==> src/rtl/ibag_pkg.sv <==
// Shared types and constants for the image border address generator.
// No dependencies; every other file in rtl imports this package.
`default_nettype none

package ibag_pkg;

   localparam int COORD_W   = 16;
   localparam int DIM_REG_W = 13;
   localparam int INDEX_W   = 24;
   localparam int DATA_W    = 32;
   localparam int ADDR_W    = 4;
   // Input register, one cell per magnitude bit, map stage, output register.
   localparam int LATENCY   = COORD_W + 3;

   typedef enum logic [1:0] {
      MODE_PERIODIC  = 2'd0,
      MODE_CONSTANT  = 2'd1,
      MODE_NEAREST   = 2'd2,
      MODE_SYMMETRIC = 2'd3
   } border_mode_type;

   typedef enum logic [1:0] {
      REG_IMAGE_WIDTH  = 2'd0,
      REG_IMAGE_HEIGHT = 2'd1,
      REG_BORDER_MODE  = 2'd2,
      REG_CONST_VALUE  = 2'd3
   } reg_index_type;

   // One coordinate travelling down the remainder chain.
   typedef struct packed {
      logic                       neg;
      logic signed [COORD_W-1:0]  orig;
      logic [COORD_W-1:0]         mag;
   } lane_type;

endpackage

`default_nettype wire

==> src/rtl/ibag_mod_cell.sv <==
// One cell of the restoring remainder chain: consumes one magnitude bit per
// coordinate and hands the partial remainder to the next cell. Uses ibag_pkg.
`default_nettype none

module ibag_mod_cell
   import ibag_pkg::*;
#(
   parameter int PW = 14
) (
   input  wire logic          clock,
   input  wire logic          reset,
   input  wire logic          up_valid,
   input  wire lane_type      up_col,
   input  wire lane_type      up_row,
   input  wire logic [PW-1:0] up_col_rem,
   input  wire logic [PW-1:0] up_row_rem,
   input  wire logic [PW-1:0] col_div,
   input  wire logic [PW-1:0] row_div,
   output logic               down_valid,
   output lane_type           down_col,
   output lane_type           down_row,
   output logic [PW-1:0]      down_col_rem,
   output logic [PW-1:0]      down_row_rem
);

   logic            valid_ff;
   lane_type        col_ff, col_in;
   lane_type        row_ff, row_in;
   logic [PW-1:0]   col_rem_ff, col_rem_in;
   logic [PW-1:0]   row_rem_ff, row_rem_in;
   logic [PW:0]     col_trial, row_trial;
   logic [PW:0]     col_sub, row_sub;

   // Shift the next magnitude bit into the remainder and subtract if it fits.
   assign col_trial = {up_col_rem, up_col.mag[COORD_W-1]};
   assign row_trial = {up_row_rem, up_row.mag[COORD_W-1]};
   assign col_sub   = col_trial - {1'b0, col_div};
   assign row_sub   = row_trial - {1'b0, row_div};

   always_comb begin
      col_rem_in = (col_trial >= {1'b0, col_div}) ? col_sub[PW-1:0] : col_trial[PW-1:0];
      row_rem_in = (row_trial >= {1'b0, row_div}) ? row_sub[PW-1:0] : row_trial[PW-1:0];
      col_in      = up_col;
      col_in.mag  = {up_col.mag[COORD_W-2:0], 1'b0};
      row_in      = up_row;
      row_in.mag  = {up_row.mag[COORD_W-2:0], 1'b0};
   end

   always_ff @(posedge clock) begin
      if (reset) begin
         valid_ff <= 1'b0;
      end else begin
         valid_ff <= up_valid;
      end
   end

   always_ff @(posedge clock) begin
      col_ff     <= col_in;
      row_ff     <= row_in;
      col_rem_ff <= col_rem_in;
      row_rem_ff <= row_rem_in;
   end

   assign down_valid   = valid_ff;
   assign down_col     = col_ff;
   assign down_row     = row_ff;
   assign down_col_rem = col_rem_ff;
   assign down_row_rem = row_rem_ff;

endmodule

`default_nettype wire

==> src/rtl/ibag_coord_map.sv <==
// Maps one coordinate into the image by border mode, using the remainder
// produced by the cell chain. Combinational; uses ibag_pkg.
`default_nettype none

module ibag_coord_map
   import ibag_pkg::*;
#(
   parameter int DW = 13,
   parameter int PW = 14
) (
   input  wire border_mode_type mode,
   input  wire lane_type        lane,
   input  wire logic [PW-1:0]   rem,
   input  wire logic [PW-1:0]   div,
   input  wire logic [DW-1:0]   dim,
   output logic [DW-1:0]        coord,
   output logic                 outside
);

   logic [PW-1:0]        pmod;
   logic [PW-1:0]        mirrored;
   logic signed [31:0]   orig_wide;
   logic signed [31:0]   dim_wide;
   logic                 below, above;
   logic [DW-1:0]        clamped;

   assign orig_wide = $signed({{(32-COORD_W){lane.orig[COORD_W-1]}}, lane.orig});
   assign dim_wide  = $signed(32'(dim));
   assign below     = orig_wide < 0;
   assign above     = orig_wide >= dim_wide;
   assign outside   = below || above;

   always_comb begin
      // A negative input with a nonzero remainder folds back from the divisor.
      pmod = (lane.neg && (rem != '0)) ? (div - rem) : rem;
      if (pmod >= {1'b0, dim}) begin
         mirrored = {dim, 1'b0} - PW'(1) - pmod;
      end else begin
         mirrored = pmod;
      end
      if (below) begin
         clamped = '0;
      end else if (above) begin
         clamped = dim - DW'(1);
      end else begin
         clamped = lane.orig[DW-1:0];
      end
      unique case (mode)
         MODE_PERIODIC:  coord = pmod[DW-1:0];
         MODE_CONSTANT:  coord = outside ? '0 : lane.orig[DW-1:0];
         MODE_NEAREST:   coord = clamped;
         MODE_SYMMETRIC: coord = mirrored[DW-1:0];
         default:        coord = '0;
      endcase
   end

endmodule

`default_nettype wire

==> src/rtl/image_border_address_gen_top.sv <==
// Top level of the image border address generator: configuration registers,
// input stage, cell chain, map stage and index multiply. Uses ibag_pkg,
// ibag_mod_cell and ibag_coord_map.
//
// Usage:
//   A coordinate pair is taken on req_col/req_row at a clock edge where start
//   is high; busy never rises, so a new pair can be given every cycle.
//   Each pair yields one beat on rsp_pixel_index, rsp_use_constant and
//   rsp_constant_bits, marked by rsp_valid for exactly one cycle. Throughput
//   is one pair per cycle. Between the accepting edge and rsp_valid lie the
//   input register, the restoring remainder chain with one cell per bit of
//   the 16-bit coordinate magnitude, the border map stage and the index
//   multiply register.
//   The receiver cannot stall; results appear in input order.
//   Configuration goes through the APB-style port (width at 0x0, height at
//   0x4, border mode at 0x8, constant at 0xC) and is written by the user only
//   while no pair is in flight, which the block does not enforce. Reset empties
//   the pipeline and sets width 1, height 1, periodic mode and a zero constant.
`default_nettype none

module image_border_address_gen_top
   import ibag_pkg::*;
#(
   parameter int MAX_DIM = 4096
) (
   input  wire logic                      clock,
   input  wire logic                      reset,
   input  wire logic                      start,
   output logic                           busy,
   input  wire logic signed [COORD_W-1:0] req_col,
   input  wire logic signed [COORD_W-1:0] req_row,
   output logic                           rsp_valid,
   output logic [INDEX_W-1:0]             rsp_pixel_index,
   output logic                           rsp_use_constant,
   output logic [DATA_W-1:0]              rsp_constant_bits,
   input  wire logic                      psel,
   input  wire logic                      penable,
   input  wire logic                      pwrite,
   input  wire logic [ADDR_W-1:0]         paddr,
   input  wire logic [DATA_W-1:0]         pwdata,
   output logic [DATA_W-1:0]              prdata,
   output logic                           pready
);

   localparam int DIM_W_RAW  = $clog2(MAX_DIM + 1);
   localparam int DIM_W      = (DIM_W_RAW < DIM_REG_W) ? DIM_W_RAW : DIM_REG_W;
   localparam int PW         = DIM_W + 1;
   localparam int PROD_W     = 2 * DIM_W + 1;
   localparam int IDX_CALC_W = (PROD_W > INDEX_W) ? PROD_W : INDEX_W;

   // Configuration registers.
   logic [DIM_REG_W-1:0] width_ff;
   logic [DIM_REG_W-1:0] height_ff;
   border_mode_type      mode_ff;
   logic [DATA_W-1:0]    const_ff;
   logic                 cfg_write;
   reg_index_type        cfg_index;

   logic [DIM_W-1:0]     eff_w, eff_h;
   logic [PW-1:0]        col_div, row_div;

   // Input stage and cell chain.
   logic                 accept;
   logic                 s0_valid_ff;
   lane_type             s0_col_ff, s0_col_in;
   lane_type             s0_row_ff, s0_row_in;
   logic                 chain_valid [0:COORD_W];
   lane_type             chain_col   [0:COORD_W];
   lane_type             chain_row   [0:COORD_W];
   logic [PW-1:0]        chain_col_rem [0:COORD_W];
   logic [PW-1:0]        chain_row_rem [0:COORD_W];

   // Map stage.
   logic [DIM_W-1:0]     map_col, map_row;
   logic                 col_outside, row_outside;
   logic                 f_valid_ff;
   logic [DIM_W-1:0]     f_col_ff, f_row_ff;
   logic                 f_flag_ff, f_flag_in;

   // Output stage.
   logic [IDX_CALC_W-1:0] idx_full;
   logic                  rsp_valid_ff;
   logic [INDEX_W-1:0]    rsp_index_ff, rsp_index_in;
   logic                  rsp_flag_ff;
   logic [DATA_W-1:0]     rsp_const_ff, rsp_const_in;

   // ---------------- configuration port ----------------
   assign pready    = 1'b1;
   assign cfg_write = psel && penable && pwrite && pready;
   assign cfg_index = reg_index_type'(paddr[3:2]);

   always_ff @(posedge clock) begin
      if (reset) begin
         width_ff  <= DIM_REG_W'(1);
         height_ff <= DIM_REG_W'(1);
         mode_ff   <= MODE_PERIODIC;
         const_ff  <= '0;
      end else if (cfg_write) begin
         unique case (cfg_index)
            REG_IMAGE_WIDTH:  width_ff  <= pwdata[DIM_REG_W-1:0];
            REG_IMAGE_HEIGHT: height_ff <= pwdata[DIM_REG_W-1:0];
            REG_BORDER_MODE:  mode_ff   <= border_mode_type'(pwdata[1:0]);
            REG_CONST_VALUE:  const_ff  <= pwdata;
            default:          const_ff  <= const_ff;
         endcase
      end
   end

   always_comb begin
      unique case (cfg_index)
         REG_IMAGE_WIDTH:  prdata = DATA_W'(width_ff);
         REG_IMAGE_HEIGHT: prdata = DATA_W'(height_ff);
         REG_BORDER_MODE:  prdata = DATA_W'(mode_ff);
         REG_CONST_VALUE:  prdata = const_ff;
         default:          prdata = '0;
      endcase
   end

   // A zero size reads as one and a size above the limit as the limit.
   always_comb begin
      if (width_ff == '0) begin
         eff_w = DIM_W'(1);
      end else if (32'(width_ff) > 32'(MAX_DIM)) begin
         eff_w = DIM_W'(MAX_DIM);
      end else begin
         eff_w = width_ff[DIM_W-1:0];
      end
      if (height_ff == '0) begin
         eff_h = DIM_W'(1);
      end else if (32'(height_ff) > 32'(MAX_DIM)) begin
         eff_h = DIM_W'(MAX_DIM);
      end else begin
         eff_h = height_ff[DIM_W-1:0];
      end
   end

   // Mirror mode reduces modulo twice the size.
   assign col_div = (mode_ff == MODE_SYMMETRIC) ? {eff_w, 1'b0} : {1'b0, eff_w};
   assign row_div = (mode_ff == MODE_SYMMETRIC) ? {eff_h, 1'b0} : {1'b0, eff_h};

   // ---------------- input stage ----------------
   assign busy   = 1'b0;
   assign accept = start && !busy;

   always_comb begin
      s0_col_in.neg  = req_col[COORD_W-1];
      s0_col_in.orig = req_col;
      s0_col_in.mag  = req_col[COORD_W-1] ? (COORD_W'(0) - req_col) : req_col;
      s0_row_in.neg  = req_row[COORD_W-1];
      s0_row_in.orig = req_row;
      s0_row_in.mag  = req_row[COORD_W-1] ? (COORD_W'(0) - req_row) : req_row;
   end

   always_ff @(posedge clock) begin
      if (reset) begin
         s0_valid_ff <= 1'b0;
      end else begin
         s0_valid_ff <= accept;
      end
   end

   always_ff @(posedge clock) begin
      s0_col_ff <= s0_col_in;
      s0_row_ff <= s0_row_in;
   end

   assign chain_valid[0]   = s0_valid_ff;
   assign chain_col[0]     = s0_col_ff;
   assign chain_row[0]     = s0_row_ff;
   assign chain_col_rem[0] = '0;
   assign chain_row_rem[0] = '0;

   // ---------------- remainder chain ----------------
   for (genvar k = 0; k < COORD_W; k++) begin : g_cell
      ibag_mod_cell #(
         .PW (PW)
      ) u_cell (
         .clock        (clock),
         .reset        (reset),
         .up_valid     (chain_valid[k]),
         .up_col       (chain_col[k]),
         .up_row       (chain_row[k]),
         .up_col_rem   (chain_col_rem[k]),
         .up_row_rem   (chain_row_rem[k]),
         .col_div      (col_div),
         .row_div      (row_div),
         .down_valid   (chain_valid[k+1]),
         .down_col     (chain_col[k+1]),
         .down_row     (chain_row[k+1]),
         .down_col_rem (chain_col_rem[k+1]),
         .down_row_rem (chain_row_rem[k+1])
      );
   end

   // ---------------- map stage ----------------
   ibag_coord_map #(
      .DW (DIM_W),
      .PW (PW)
   ) u_map_col (
      .mode    (mode_ff),
      .lane    (chain_col[COORD_W]),
      .rem     (chain_col_rem[COORD_W]),
      .div     (col_div),
      .dim     (eff_w),
      .coord   (map_col),
      .outside (col_outside)
   );

   ibag_coord_map #(
      .DW (DIM_W),
      .PW (PW)
   ) u_map_row (
      .mode    (mode_ff),
      .lane    (chain_row[COORD_W]),
      .rem     (chain_row_rem[COORD_W]),
      .div     (row_div),
      .dim     (eff_h),
      .coord   (map_row),
      .outside (row_outside)
   );

   assign f_flag_in = (mode_ff == MODE_CONSTANT) && (col_outside || row_outside);

   always_ff @(posedge clock) begin
      if (reset) begin
         f_valid_ff <= 1'b0;
      end else begin
         f_valid_ff <= chain_valid[COORD_W];
      end
   end

   always_ff @(posedge clock) begin
      // An outside position in constant mode points at index zero.
      f_col_ff  <= f_flag_in ? '0 : map_col;
      f_row_ff  <= f_flag_in ? '0 : map_row;
      f_flag_ff <= f_flag_in;
   end

   // ---------------- index multiply and output ----------------
   assign idx_full     = IDX_CALC_W'(f_col_ff)
                       + IDX_CALC_W'(f_row_ff) * IDX_CALC_W'(eff_w);
   assign rsp_index_in = idx_full[INDEX_W-1:0];
   assign rsp_const_in = f_flag_ff ? const_ff : '0;

   always_ff @(posedge clock) begin
      if (reset) begin
         rsp_valid_ff <= 1'b0;
      end else begin
         rsp_valid_ff <= f_valid_ff;
      end
   end

   always_ff @(posedge clock) begin
      rsp_index_ff <= rsp_index_in;
      rsp_flag_ff  <= f_flag_ff;
      rsp_const_ff <= rsp_const_in;
   end

   assign rsp_valid         = rsp_valid_ff;
   assign rsp_pixel_index   = rsp_index_ff;
   assign rsp_use_constant  = rsp_flag_ff;
   assign rsp_constant_bits = rsp_const_ff;

   // ---------------- assertions ----------------
   a_latency : assert property (@(posedge clock) disable iff (reset)
      accept |-> ##LATENCY rsp_valid)
      else $error("accepted beat did not produce a result at the expected latency");

   a_const_index : assert property (@(posedge clock) disable iff (reset)
      rsp_valid && rsp_use_constant |-> rsp_pixel_index == '0)
      else $error("constant result carries a nonzero pixel index");

   a_const_bits : assert property (@(posedge clock) disable iff (reset)
      rsp_valid && !rsp_use_constant |-> rsp_constant_bits == '0)
      else $error("constant bits set on a result that does not use the constant");

endmodule

`default_nettype wire

==> config.mk <==
export PLATFORM = sky130hd
export DESIGN_NAME = image_border_address_gen_top
export DESIGN_NICKNAME = d
export VERILOG_FILES = /design/src/rtl/ibag_pkg.sv /design/src/rtl/ibag_mod_cell.sv /design/src/rtl/ibag_coord_map.sv /design/src/rtl/image_border_address_gen_top.sv
export SDC_FILE = /design/constraint.sdc
export NUM_CORES = 2
export LEC_CHECK = 0
export CAP_MARGIN = 20
export CORE_MARGIN = 2
export CORE_UTILIZATION = 25
export CTS_BUF_LIST = sky130_fd_sc_hd__clkbuf_8
export CTS_CLUSTER_DIAMETER = 200
export CTS_CLUSTER_SIZE = 28
export DETAILED_ROUTE_END_ITERATION = 10
export DONT_BUFFER_PORTS = 1
export SLEW_MARGIN = 20
export SYNTH_ARGS = -nofsm -noshare
export SYNTH_HDL_FRONTEND = slang
export SYNTH_HIERARCHICAL = 1
export SYNTH_SLANG_ARGS = --single-unit
==> constraint.sdc <==
create_clock -name clock -period 11 [get_ports clock]
set_input_delay 2.2 -clock clock [delete_from_list [all_inputs] [get_ports clock]]
set_output_delay 2.2 -clock clock [all_outputs]
set_load 0.1 [all_outputs]
==> key figures <==
Clock tree
  – CTS Hold Buffers Added: 0
  – Post-CTS setup buffers: 0
  – Num CTS Buffers: 58
  – CTS tree: done
  – Clock Root Buffer: clkbuf_8
  – Clock Pin Slew Worst Setup and Hold Paths: 0.19 ns
  – Clock Latency Late Sink: 0.93 ns
  – H-tree levels: 2
  – Cts repair resizes: 0
  – Clk sinks: roughly 1500
  – Longest Clk Path Bufs: 3

Global routing
  – Initial antenna violation count: 5
  – Largest net degree at the start of global routing: 79
  – Vias in the first global route: a little under 50000
  – Gr ovfl total: 0
  – GRT Overall Usage: a little over a tenth
  – First-pass GRT wire length: 270000 µm

Hold path
  – Hold_sp: g_cell[4].u_cell/down_row[22]$_DFF_P_
  – Min-delay worst type: reg2reg
  – Worst hold path depth: 0
  – Hold endpoint: g_cell[5].u_cell/down_row[22]$_DFF_P_

Drt
  – Drt first-iter violations: 3414
  – Detailed Route WL: about 170000 µm
  – Via-per-instance ratio: 4.50
  – Via count: roughly 53000
  – Pre-Repair DR Iteration Count: 5
  – Avg WL per Cell: between 10 and 15 µm
  – Antenna Nets Post-Route: 0
  – DRC: 0

Critical path
  – Crit path capture type: flip-flop
  – Worst r2r src: mode_ff[1]$_SDFFE_PP0P_
  – Reg2Reg Setup Slack: 3.96 ns
  – Worst Reg-to-Reg Cells: 21
  – WP data required: 11.87 ns
  – CP Max Fanout: 29
  – Crit Path Class: reg2reg
  – CP startpoint kind: flip-flop
  – Critical-path top delay cell: dfxtp_1
  – RR Endpoint: f_row_ff[12]$_SDFF_PP0_
  – Slowest Stage Delay on Critical Path: 0.81 ns
  – Critical-path cell list: buf_4 > and2_1 > buf_4 > mux2_2 > inv_1 > fa_1 > xor2_1 > o21ai_0 > inv_1 > ha_1 > a21oi_1 > o211ai_1 > a2111oi_0 > nor2_1 > nand2_1 > a41oi_2 > a21oi_2 > xnor2_1 > a211oi_1 > nor4_1 > and2_1
  – Critical path buffer and inverter count: 4
  – CP Data Arrival Time: 7.91 ns
  – CP delay by family, top: compound AO/OA/AOI/OAI gates

Finish
  – Area Overhead vs Synth: 7.07%
  – Final core utilization: roughly 27%
  – Final cell count without fillers: 11700
  – Fin nets: 8604
  – Fraction of layout cells with a size suffix above 1: 7.68%

Floorplan
  – Core ar.: 300000 µm²
  – IO Pins: 166
  – Initial core utilization: 25.1%
  – Chip height: 552 µm
  – Die width: about 550 µm
  – # rows: about 200
  – Die footprint: 305000 µm²

Timing
  – RSZ-0062 raised after global routing: false
  – Setup TNS Final: 0 ns
  – Setup violators final: 0
  – Clk_skew: 0.102 ns
  – Setup ws final: 3.96 ns
  – WHS: 0.248 ns
  – Period minus WS final: around 7.0 ns
  – Pins Over Slew Limit: 0
  – Worst-margin pin slew: 1.20 ns
  – Worst relative slew slack: 20.3%
  – Final Cycle Share: 64.0%
  – Final hold violation count: 0
  – Max Fclk: 142 MHz

Place
  – Final GP Congestion: 0.851
  – DP Wirelength: 125000 µm
  – Pre-CTS setup slack: 3.98 ns
  – Count of input and output buffers: 0
  – Inst Count DP: 11600

Power
  – Cell Pwr Density: 264 nW/µm²
  – Largest vdd supply drop: 0.120 mV
  – Leakage: 32.2 nW

Job
  – Max_cap viols: 0

Synth
  – Syn Inst Count: 7795
  – Mapped Area: 75200 µm²
  – Ys Warns: 6
  – Syn_area_per_cell: around 9.6 µm²

Status
  – Status: finished, final reports clean
per-layer routing:
layer  track usage [%]  wire length, µm
met1              15.2            84400
met4              2.70             3580
met5                 0               13
met3              1.80             9340
met2              16.8            72500
metrics by stage:
stage	power (mW)	area (µm²)
finish	21.2	80500
global route	23.0	80500
CTS	21.3	80500
detailed placement	19.2	79600
global placement	19.1	79600
floorplan	17.0	75400
where the power goes:
part	switching, mW	internal (mW)	total [mW]
combinational	6.08	5.55	11.6
sequential	1.03	6.53	7.56
clock	1.54	0.495	2.04
worst register-to-register path: cells and delay by family, from the launching register on:
kind,cells,cell delay [ns]
xor gates and xnor gates,2,0.33
DFF,1,0.81
AOI/OAI and AO/OA,7,2.17
and+or+nand+nor,5,1.26
adders and majority gates,2,0.78
muxes,1,0.59
buffers and inverters,4,1.09
final cells by class:
type / instances / area (µm²)
fill: 31800 / 219000
timing repair buffer: 67 / 503
sequential: 1457 / 29200
clock buffer: 58 / 798
antenna: 1 / 2.50
multi-input combinational: 5302 / 41800
clock inverter: 5 / 81.3
inverter: 854 / 3210
tap: 3958 / 4950
sequential cells by signal, summed over array words and instances (netlist names), 16 cells and up:
register / count
const_ff: 32
rsp_constant_bits: 32
g_cell.u_cell/down_row_rem: 224
chain_row: 31
chain_col: 31
g_cell.u_cell/down_valid: 16
g_cell.u_cell/down_row: 392
g_cell.u_cell/down_col: 392
g_cell.u_cell/down_col_rem: 224
rsp_pixel_index: 24
how the worst max path moves through the flow:
stage,start,end,slack (ns),depth (start not counted)
floorplan,paddr[2],prdata[10],3.78,4
global placement,mode_ff[1]$_SDFFE_PP0P_,f_row_ff[12]$_SDFF_PP0_,4.00,21
detailed placement,mode_ff[1]$_SDFFE_PP0P_,f_row_ff[12]$_SDFF_PP0_,3.98,21
CTS,mode_ff[1]$_SDFFE_PP0P_,f_row_ff[12]$_SDFF_PP0_,3.99,21
global route,mode_ff[1]$_SDFFE_PP0P_,f_row_ff[12]$_SDFF_PP0_,3.37,21
finish,mode_ff[1]$_SDFFE_PP0P_,f_row_ff[12]$_SDFF_PP0_,3.96,21
layout by cell type (no fill, tap or decap), types with 31 or more instances in the layout:
cell type,instances
a211oi_1,47
a21o_1,151
a21oi_1,526
a311o_1,31
a31oi_1,58
and2_1,166
and3_1,57
and4_1,48
buf_4,67
clkbuf_8,58
conb_1,61
dfxtp_1,1457
fa_1,165
ha_1,625
inv_1,844
mux2_1,77
mux2_2,107
mux2_4,136
mux2i_1,87
nand2_1,566
nand2b_1,112
nand3_1,181
nand4_1,66
nor2_1,222
nor2b_1,161
nor3_1,123
nor4_1,55
o211ai_1,37
o21a_1,108
o21ai_0,270
o21bai_1,43
o311ai_0,72
o31ai_1,57
or4_1,43
xnor2_1,213
xor2_1,119
No activity file was read; power rests on OpenSTA's default activity.
